[src/sv/u8ci_pkg.sv]
// Package for the UTF-8 decoder with character index: payload types, code point
// constants, lead byte classes and the non-spacing range table.
// No dependencies.
package u8ci_pkg;

   localparam int CODE_POINT_BITS = 21;
   localparam int CHAR_INDEX_BITS = 16;

   localparam logic [CODE_POINT_BITS-1:0] REPLACEMENT_CP     = 21'h00FFFD;
   localparam logic [CODE_POINT_BITS-1:0] ZWJ_CP             = 21'h00200D;
   localparam logic [CODE_POINT_BITS-1:0] SUPPLEMENTARY_BASE = 21'h010000;

   localparam logic [7:0] LEAD2_MASK  = 8'hE0;
   localparam logic [7:0] LEAD2_MATCH = 8'hC0;
   localparam logic [7:0] LEAD3_MASK  = 8'hF0;
   localparam logic [7:0] LEAD3_MATCH = 8'hE0;
   localparam logic [7:0] LEAD4_MASK  = 8'hF8;
   localparam logic [7:0] LEAD4_MATCH = 8'hF0;

   typedef enum logic [2:0] {
      LEAD_ASCII,
      LEAD_TWO,
      LEAD_THREE,
      LEAD_FOUR,
      LEAD_INVALID
   } lead_type;

   typedef struct packed {
      logic [7:0] data_byte;
      logic       span_end;
   } req_payload_type;

   typedef struct packed {
      logic [CODE_POINT_BITS-1:0] code_point;
      logic                       non_spacing;
      logic                       joins_previous;
      logic [CHAR_INDEX_BITS-1:0] char_index;
      logic                       span_last;
   } rsp_payload_type;

   // Decoder to indexer: a code point is ready this cycle
   typedef struct packed {
      logic                       produce;
      logic [CODE_POINT_BITS-1:0] code_point;
   } dec_result_type;

   // Indexer to top: classification of the emitted code point
   typedef struct packed {
      logic non_spacing;
      logic joins_previous;
   } idx_class_type;

   function automatic lead_type classify_lead(input logic [7:0] b);
      lead_type lead;
      if (!b[7]) begin
         lead = LEAD_ASCII;
      end else if ((b & LEAD2_MASK) == LEAD2_MATCH) begin
         lead = LEAD_TWO;
      end else if ((b & LEAD3_MASK) == LEAD3_MATCH) begin
         lead = LEAD_THREE;
      end else if ((b & LEAD4_MASK) == LEAD4_MATCH) begin
         lead = LEAD_FOUR;
      end else begin
         lead = LEAD_INVALID;
      end
      return lead;
   endfunction

   function automatic logic in_span(input logic [CODE_POINT_BITS-1:0] c,
                                    input logic [CODE_POINT_BITS-1:0] lo,
                                    input logic [CODE_POINT_BITS-1:0] hi);
      return (c >= lo) && (c <= hi);
   endfunction

   // Combining marks, ZWNJ, ZWJ, CGJ and variation selectors
   function automatic logic is_non_spacing(input logic [CODE_POINT_BITS-1:0] c);
      return in_span(c, 21'h000300, 21'h00036F) || in_span(c, 21'h000483, 21'h000489) ||
             in_span(c, 21'h000591, 21'h0005C7) || in_span(c, 21'h000610, 21'h00061A) ||
             in_span(c, 21'h00064B, 21'h00065F) || (c == 21'h000670) ||
             in_span(c, 21'h0006D6, 21'h0006ED) || in_span(c, 21'h000730, 21'h00074A) ||
             (c == 21'h000E31) || in_span(c, 21'h000E34, 21'h000E3A) ||
             (c == 21'h000EB1) || in_span(c, 21'h000EB4, 21'h000EBC) ||
             in_span(c, 21'h001AB0, 21'h001AFF) || in_span(c, 21'h001DC0, 21'h001DFF) ||
             in_span(c, 21'h0020D0, 21'h0020FF) || in_span(c, 21'h00FE20, 21'h00FE2F) ||
             (c == 21'h00200C) || (c == ZWJ_CP) || (c == 21'h00034F) ||
             in_span(c, 21'h00FE00, 21'h00FE0F) || in_span(c, 21'h0E0100, 21'h0E01EF);
   endfunction

endpackage

[src/sv/u8ci_if.sv]
// Valid/ready channel interfaces for the byte input and the code point output.
// Depends on u8ci_pkg.
interface u8ci_req_if import u8ci_pkg::*; ();
   logic            valid;
   logic            ready;
   req_payload_type payload;

   modport source (output valid, output payload, input ready);
   modport sink (input valid, input payload, output ready);
endinterface

interface u8ci_rsp_if import u8ci_pkg::*; ();
   logic            valid;
   logic            ready;
   rsp_payload_type payload;

   modport source (output valid, output payload, input ready);
   modport sink (input valid, input payload, output ready);
endinterface

[src/sv/u8ci_decode.sv]
// UTF-8 sequence assembly: lead byte decode, continuation merge, truncation.
// Depends on u8ci_pkg.
module u8ci_decode import u8ci_pkg::*; (
   input  logic           clock,
   input  logic           reset,
   input  logic           fire,
   input  logic [7:0]     data_byte,
   input  logic           span_end,
   output dec_result_type result
);

   logic [CODE_POINT_BITS-1:0] partial_ff, partial_in;
   logic [1:0]                 left_ff, left_in;
   logic [1:0]                 left_dec;
   logic [CODE_POINT_BITS-1:0] cont_bits;
   logic [CODE_POINT_BITS-1:0] merged;
   lead_type                   lead;

   assign lead     = classify_lead(data_byte);
   assign left_dec = left_ff - 2'd1;
   assign merged   = partial_ff | cont_bits;

   always_comb begin
      case (left_dec)
         2'd0:    cont_bits = {15'b0, data_byte[5:0]};
         2'd1:    cont_bits = {9'b0, data_byte[5:0], 6'b0};
         default: cont_bits = {3'b0, data_byte[5:0], 12'b0};
      endcase
   end

   always_comb begin
      partial_in = partial_ff;
      left_in    = left_ff;
      result     = '{produce: 1'b0, code_point: '0};
      if (left_ff == 2'd0) begin
         unique case (lead)
            LEAD_ASCII: begin
               result = '{produce: 1'b1, code_point: {13'b0, data_byte}};
            end
            LEAD_TWO: begin
               partial_in = {10'b0, data_byte[4:0], 6'b0};
               left_in    = 2'd1;
            end
            LEAD_THREE: begin
               partial_in = {5'b0, data_byte[3:0], 12'b0};
               left_in    = 2'd2;
            end
            LEAD_FOUR: begin
               partial_in = {data_byte[2:0], 18'b0};
               left_in    = 2'd3;
            end
            default: begin
               result = '{produce: 1'b1, code_point: REPLACEMENT_CP};
            end
         endcase
      end else begin
         left_in = left_dec;
         if (left_dec == 2'd0) begin
            result     = '{produce: 1'b1, code_point: merged};
            partial_in = '0;
         end else begin
            partial_in = merged;
         end
      end
      // cut-short sequence at span end
      if (!result.produce && span_end) begin
         result = '{produce: 1'b1, code_point: REPLACEMENT_CP};
      end
      if (span_end) begin
         partial_in = '0;
         left_in    = 2'd0;
      end
   end

   always_ff @(posedge clock) begin
      if (reset) begin
         partial_ff <= '0;
         left_ff    <= 2'd0;
      end else if (fire) begin
         partial_ff <= partial_in;
         left_ff    <= left_in;
      end
   end

endmodule

[src/sv/u8ci_index.sv]
// Non-spacing classification, ZWJ joining and saturating UTF-16 unit index.
// Depends on u8ci_pkg.
module u8ci_index import u8ci_pkg::*; #(
   parameter int IndexBits = 16
) (
   input  logic                       clock,
   input  logic                       reset,
   input  logic                       emit,
   input  logic                       clear,
   input  logic [CODE_POINT_BITS-1:0] code_point,
   output idx_class_type              cls,
   output logic [CHAR_INDEX_BITS-1:0] char_index
);

   logic                               prev_zwj_ff;
   logic                               first_ff;
   logic [IndexBits-1:0]               index_ff;
   logic [IndexBits-1:0]               index_in;
   logic [1:0]                         step;
   logic [IndexBits:0]                 sum;
   logic [IndexBits+CHAR_INDEX_BITS-1:0] wide_index;

   assign cls.non_spacing    = is_non_spacing(code_point);
   assign cls.joins_previous = cls.non_spacing || prev_zwj_ff;

   assign step = (code_point >= SUPPLEMENTARY_BASE) ? 2'd2 : 2'd1;
   assign sum  = {1'b0, index_ff} + {{(IndexBits-1){1'b0}}, step};

   always_comb begin
      index_in = index_ff;
      if (!cls.joins_previous && !first_ff) begin
         index_in = sum[IndexBits] ? {IndexBits{1'b1}} : sum[IndexBits-1:0];
      end
   end

   assign wide_index = {{CHAR_INDEX_BITS{1'b0}}, index_in};
   assign char_index = wide_index[CHAR_INDEX_BITS-1:0];

   always_ff @(posedge clock) begin
      if (reset || clear) begin
         prev_zwj_ff <= 1'b0;
         first_ff    <= 1'b1;
         index_ff    <= '0;
      end else if (emit) begin
         prev_zwj_ff <= (code_point == ZWJ_CP);
         first_ff    <= 1'b0;
         index_ff    <= index_in;
      end
   end

endmodule

[src/sv/utf8_cluster_indexer.sv]
// Top level: byte input register, UTF-8 decode, indexing and result register.
// Depends on u8ci_pkg, u8ci_if, u8ci_decode and u8ci_index.
//
//   channel   dir  handshake      payload
//   req_chan  in   valid/ready    data_byte[7:0], span_end
//   rsp_chan  out  valid/ready    code_point[20:0], non_spacing, joins_previous,
//                                 char_index[15:0], span_last
//
// One byte per cycle sustained while rsp_chan is not stalled; a code point passes
// the input register, then the result register, after the byte that completes it.
// Decode and index state advance when the byte leaves the input register.
// Synchronous reset clears both registers' valid flags and all span state.
// A stalled rsp_chan holds its item; the input register keeps taking bytes
// that produce nothing, and fills up otherwise.
module utf8_cluster_indexer import u8ci_pkg::*; #(
   parameter int INDEX_BITS = 16
) (
   input logic        clock,
   input logic        reset,
   u8ci_req_if.sink   req_chan,
   u8ci_rsp_if.source rsp_chan
);

   logic                       in_valid_ff;
   req_payload_type            in_payload_ff;
   logic                       rsp_valid_ff, rsp_valid_in;
   rsp_payload_type            rsp_payload_ff;
   logic                       out_free;
   logic                       advance;
   dec_result_type             dec;
   idx_class_type              cls;
   logic [CHAR_INDEX_BITS-1:0] char_index;

   assign out_free = !rsp_valid_ff || rsp_chan.ready;
   assign advance  = in_valid_ff && (!dec.produce || out_free);

   assign req_chan.ready   = !in_valid_ff || advance;
   assign rsp_chan.valid   = rsp_valid_ff;
   assign rsp_chan.payload = rsp_payload_ff;

   u8ci_decode decode (
      .clock     (clock),
      .reset     (reset),
      .fire      (advance),
      .data_byte (in_payload_ff.data_byte),
      .span_end  (in_payload_ff.span_end),
      .result    (dec)
   );

   u8ci_index #(
      .IndexBits (INDEX_BITS)
   ) index (
      .clock      (clock),
      .reset      (reset),
      .emit       (advance && dec.produce),
      .clear      (advance && in_payload_ff.span_end),
      .code_point (dec.code_point),
      .cls        (cls),
      .char_index (char_index)
   );

   assign rsp_valid_in = (advance && dec.produce) || (rsp_valid_ff && !rsp_chan.ready);

   always_ff @(posedge clock) begin
      if (reset) begin
         in_valid_ff  <= 1'b0;
         rsp_valid_ff <= 1'b0;
      end else begin
         if (req_chan.ready) begin
            in_valid_ff <= req_chan.valid;
         end
         rsp_valid_ff <= rsp_valid_in;
      end
   end

   always_ff @(posedge clock) begin
      if (req_chan.valid && req_chan.ready) begin
         in_payload_ff <= req_chan.payload;
      end
      if (advance && dec.produce) begin
         rsp_payload_ff.code_point     <= dec.code_point;
         rsp_payload_ff.non_spacing    <= cls.non_spacing;
         rsp_payload_ff.joins_previous <= cls.joins_previous;
         rsp_payload_ff.char_index     <= char_index;
         rsp_payload_ff.span_last      <= in_payload_ff.span_end;
      end
   end

endmodule

[src/flat_wrapper.sv]
// flat-port wrapper written by rule: the top's interface ports become plain ports
module utf8_cluster_indexer_flat import u8ci_pkg::*;
#(
   parameter int INDEX_BITS = 16
)
  (clock, reset, req_chan_valid, req_chan_payload, req_chan_ready, rsp_chan_valid, rsp_chan_payload, rsp_chan_ready);
  u8ci_req_if req_chan_i ();
  u8ci_rsp_if rsp_chan_i ();
  input logic clock;
  input logic reset;
  input wire logic [$bits(req_chan_i.valid)-1:0] req_chan_valid;
  input wire logic [$bits(req_chan_i.payload)-1:0] req_chan_payload;
  output wire logic [$bits(req_chan_i.ready)-1:0] req_chan_ready;
  output wire logic [$bits(rsp_chan_i.valid)-1:0] rsp_chan_valid;
  output wire logic [$bits(rsp_chan_i.payload)-1:0] rsp_chan_payload;
  input wire logic [$bits(rsp_chan_i.ready)-1:0] rsp_chan_ready;
  assign req_chan_i.valid = req_chan_valid;
  assign req_chan_i.payload = req_chan_payload;
  assign req_chan_ready = req_chan_i.ready;
  assign rsp_chan_valid = rsp_chan_i.valid;
  assign rsp_chan_payload = rsp_chan_i.payload;
  assign rsp_chan_i.ready = rsp_chan_ready;
  utf8_cluster_indexer #(.INDEX_BITS(INDEX_BITS)) u_core (.clock(clock), .reset(reset), .req_chan(req_chan_i), .rsp_chan(rsp_chan_i));
endmodule
[config.mk]
export PLATFORM = sky130hd
export DESIGN_NAME = utf8_cluster_indexer_flat
export DESIGN_NICKNAME = d
export VERILOG_FILES = /design/src/sv/u8ci_pkg.sv /design/src/sv/u8ci_if.sv /design/src/sv/u8ci_decode.sv /design/src/sv/u8ci_index.sv /design/src/sv/utf8_cluster_indexer.sv /design/src/flat_wrapper.sv
export SDC_FILE = /design/constraint.sdc
export NUM_CORES = 1
export LEC_CHECK = 0
export ABC_AREA = 0
export BUFFER_PORTS_ARGS = -buffer_cell sky130_fd_sc_hd__buf_4
export CORE_MARGIN = 3
export CORE_UTILIZATION = 61
export CTS_BUF_LIST = sky130_fd_sc_hd__clkbuf_4 sky130_fd_sc_hd__clkbuf_8
export CTS_CLUSTER_SIZE = 28
export DETAILED_ROUTE_END_ITERATION = 10
export HOLD_SLACK_MARGIN = 0.15
export PLACE_DENSITY = 0.82
export SLEW_MARGIN = 0
export SYNTH_ARGS = -nofsm -noshare
export SYNTH_HDL_FRONTEND = slang
export SYNTH_HIERARCHICAL = 1
export SYNTH_SLANG_ARGS = --single-unit
[constraint.sdc]
create_clock -name clock -period 7.1 [get_ports clock]
set_clock_uncertainty 0.05 [all_clocks]
set_input_delay 2.13 -clock clock [delete_from_list [all_inputs] [get_ports clock]]
set_output_delay 2.13 -clock clock [all_outputs]
set_load 0.05 [all_outputs]
==> results.json <==
{
  "status": "finished clean",
  "io_pins": 55,
  "die_w_um": 99.18,
  "drcViolationCount": 0,
  "worst_setup_path_end_kind": "flip-flop",
  "final_max_slew_viol_count": 0,
  "required_ps": 7170,
  "finalHoldViolCount": 0,
  "clockRootBuffer": "clkbuf_8",
  "r2r_start": "u_core/decode/left_ff[0]",
  "via_per_inst": 6.634,
  "syn_to_final_growth_pct": 12.59,
  "asyncSetResetFlopFracSynth_pct": 0,
  "cellLeakagePower_nw": 2.173,
  "portBuffers": 54,
  "clkSlewWorstSetupHoldPaths_ps": 100,
  "cts_setup_buffers": 0,
  "antenna_cells": 0,
  "synth_compound_area_share_pct": 21.40,
  "period_share_pct": 86.01,
  "final-setup-viol-count": 0,
  "worst_slack_ps": 993.1,
  "synth.distinct_cells": 89,
  "crit_type": "reg -> reg",
  "multiInputGateArea_um2": 2729,
  "worst_pin_slew_ps": 1010,
  "synth_fa_ha_area_share_pct": 1.795,
  "synth_cells": 547,
  "ys_seq_elements": 92,
  "antenna_found_initial": 0,
  "syn_nets": 567,
  "grt_max_degree": 43,
  "seq_area_um2": 2332,
  "ys_seq_area_share_pct": 44.03,
  "hold_buffers": 0,
  "grt_usage_pct": 27.44,
  "gp_congestion": 1.026,
  "num_rows": 33,
  "h-tree-depth": 3,
  "grt_pass1_wl_mm": 22.10,
  "cts_sinks": 92,
  "rr_worst_depth": 14,
  "clk_latency_ps": 370,
  "cap_viol_max_count": 0,
  "die_y_um": 99.18,
  "drive_gt1_share_pct": 22.11,
  "synthMostInstantiatedCell": "a21oi_1",
  "setup_tns_ps": 0,
  "cp-start-kind": "flip-flop",
  "ys.flop_type": "edfxtp_1",
  "firstDrtPassIters": 6,
  "start_util_pct": 63.50,
  "drt_iter0_drc": 424,
  "routed_wl_mm": 13.41,
  "yosys.area.top_type_share_pct": 27.78,
  "core-area_um2": 8341,
  "cp_data_arrival_time_ps": 6180,
  "rsz0062_at_grt": "false",
  "die_area_um2": 9837,
  "cp_max_fo": 21,
  "grt_pass1_vias": 4494,
  "synth_xor_area_share_pct": 0,
  "synth_area_um2": 5296,
  "slew_headroom_pct": 32.37,
  "clock_path_buffers": 2,
  "avgSynthCellArea_um2": 9.683,
  "cts_tree": "built",
  "wire_per_inst_um": 19.11,
  "cts_resized": 0,
  "vias": 4657,
  "num-nets-final": 612,
  "synthMuxAreaShare_pct": 0.9922,
  "cts_buffers": 9,
  "synth_edf_count": 49,
  "post-place-ws_ps": 1135,
  "crit_start": "u_core/decode/left_ff[0]",
  "reg2reg_setup_slack_ps": 990,
  "synth_top_cells_by_area": "edfxtp_1 28%, dfxtp_1 16%, a21oi_1 6.0%",
  "hold_path.class": "reg -> reg",
  "crit_path_end": "u_core/rsp_chan.payload[1]",
  "synth_commonest_cells": "63 x a21oi_1, 49 x edfxtp_1, 44 x nor2_1",
  "power.density_nw_per_um2": 203.6,
  "r2r-end": "u_core/rsp_chan.payload[1]",
  "ant_nets": 0,
  "yosys.area_share.simple_pct": 27.19,
  "synth_top_family_by_area": "simple AND/OR/NAND/NOR gates",
  "synth_top_area_cell": "edfxtp_1",
  "yosys_warnings": 6,
  "peakVddDrop_mv": 0.1397,
  "dp_hpwl_mm": 9.569,
  "period_needed_ps": 6107,
  "clock.fmax_ghz": 0.1638,
  "fill_cells": 639,
  "overflow": 0
}
-- logic make-up after synthesis --
logic type	count (synthesis)
compound gates	160
buf+inv	47
simple gates	236
flops	92
fa+ha+maj	7
mux	5
-- critical path: stages, from the launching register on --
cell and delay [ps]:
dfxtp_1 390, inv_1 90, ha_1 350, nor2b_1 640
nor2_1 260, a2bb2oi_2 470, o21ai_0 350, or4_1 760
a2111oi_4 260, a21boi_2 230, nor2_1 60, or4b_4 550
nor4b_4 900, nand2_2 130, mux2_1 350
-- cell type report --
class                           count  area share [%]
Clock buffer                        9           2.077
Inverter                           11          0.6924
Tap cell                          105           2.203
Sequential cell                    92           39.11
Timing Repair Buffer               70           8.812
Multi-Input combinational cell    408           45.76
Clock inverter                      7           1.343
-- cells in the final DEF, fill, tap and decap left out, types with 3 or more instances in the layout --
cell type / count
buf_4: 70
a21oi_1: 63
edfxtp_1: 49
nor2_1: 44
dfxtp_1: 43
nand2_1: 35
o21ai_0: 21
and2_1: 20
nand3_1: 17
nand2b_1: 14
nor3_1: 12
inv_1: 11
and3_1: 10
clkbuf_8: 9
nor4_1: 8
nor2b_1: 7
a211oi_1: 7
nand4_1: 7
a311oi_1: 7
a22o_1: 6
ha_1: 6
or3_1: 5
nor4b_1: 5
and4_2: 5
a211oi_2: 5
nand3b_1: 4
o22ai_1: 4
nor3b_1: 4
or2_2: 4
a31oi_1: 4
inv_6: 3
o21ai_1: 3
mux2i_1: 3
o41ai_1: 3
and4_1: 3
or4_1: 3
nor4bb_1: 3
o32a_1: 3
-- layer usage --
metal	up-vias	track usage (%)	wire [µm]
met1	2202	35.86	5591
met5	-	0	0
met4	0	10.19	243
met3	31	4.208	972
li1	2190	-	-
met2	234	46.23	6607
-- registers in the layout, summed over array words and instances, names as in the netlist --
register and flops:
u_core/index/first_ff 1, u_core/in_payload_ff 9, u_core/index/prev_zwj_ff 1, u_core/decode/partial_ff 21
u_core/in_valid_ff 1, u_core/index/index_ff 16, u_core/rsp_chan.payload 40, u_core/decode/left_ff 2
u_core/rsp_chan.valid 1
-- worst min-delay path by stage --
stage                                start                           to  slack, ps  cells after the start
2_1_floorplan  u_core/decode/partial_ff[0]  u_core/decode/partial_ff[0]        380                      1
3_3_place_gp         u_core/index/first_ff        u_core/index/first_ff        390                      1
3_5_place_dp         u_core/index/first_ff        u_core/index/first_ff        400                      1
4_1_cts              u_core/index/first_ff        u_core/index/first_ff        420                      1
5_1_grt        u_core/decode/partial_ff[2]  u_core/decode/partial_ff[2]        440                      1
6_report             u_core/index/first_ff        u_core/index/first_ff        420                      1
-- report_power, final --
group	leakage, nW	switching, mW	internal (mW)	total (mW)
registers	0.824	0.0125	0.580	0.593
clock network	0.103	0.208	0.169	0.377
logic	1.25	0.169	0.0764	0.245
-- stage by stage --
step	instances	utilization [%]	instance area, µm²	hold WS [ps]	total power, mW
after detailed placement	686	69.05	5759	399.1	0.8445
after floorplan	547	-	5296	380.1	0.7785
after global placement	686	69.05	5759	388.0	0.8425
final	702	71.50	5963	418.3	1.214
after global routing	702	71.50	5963	439.9	1.258
after CTS	702	71.50	5963	421.5	1.216
(Power assumes the default switching activity.)
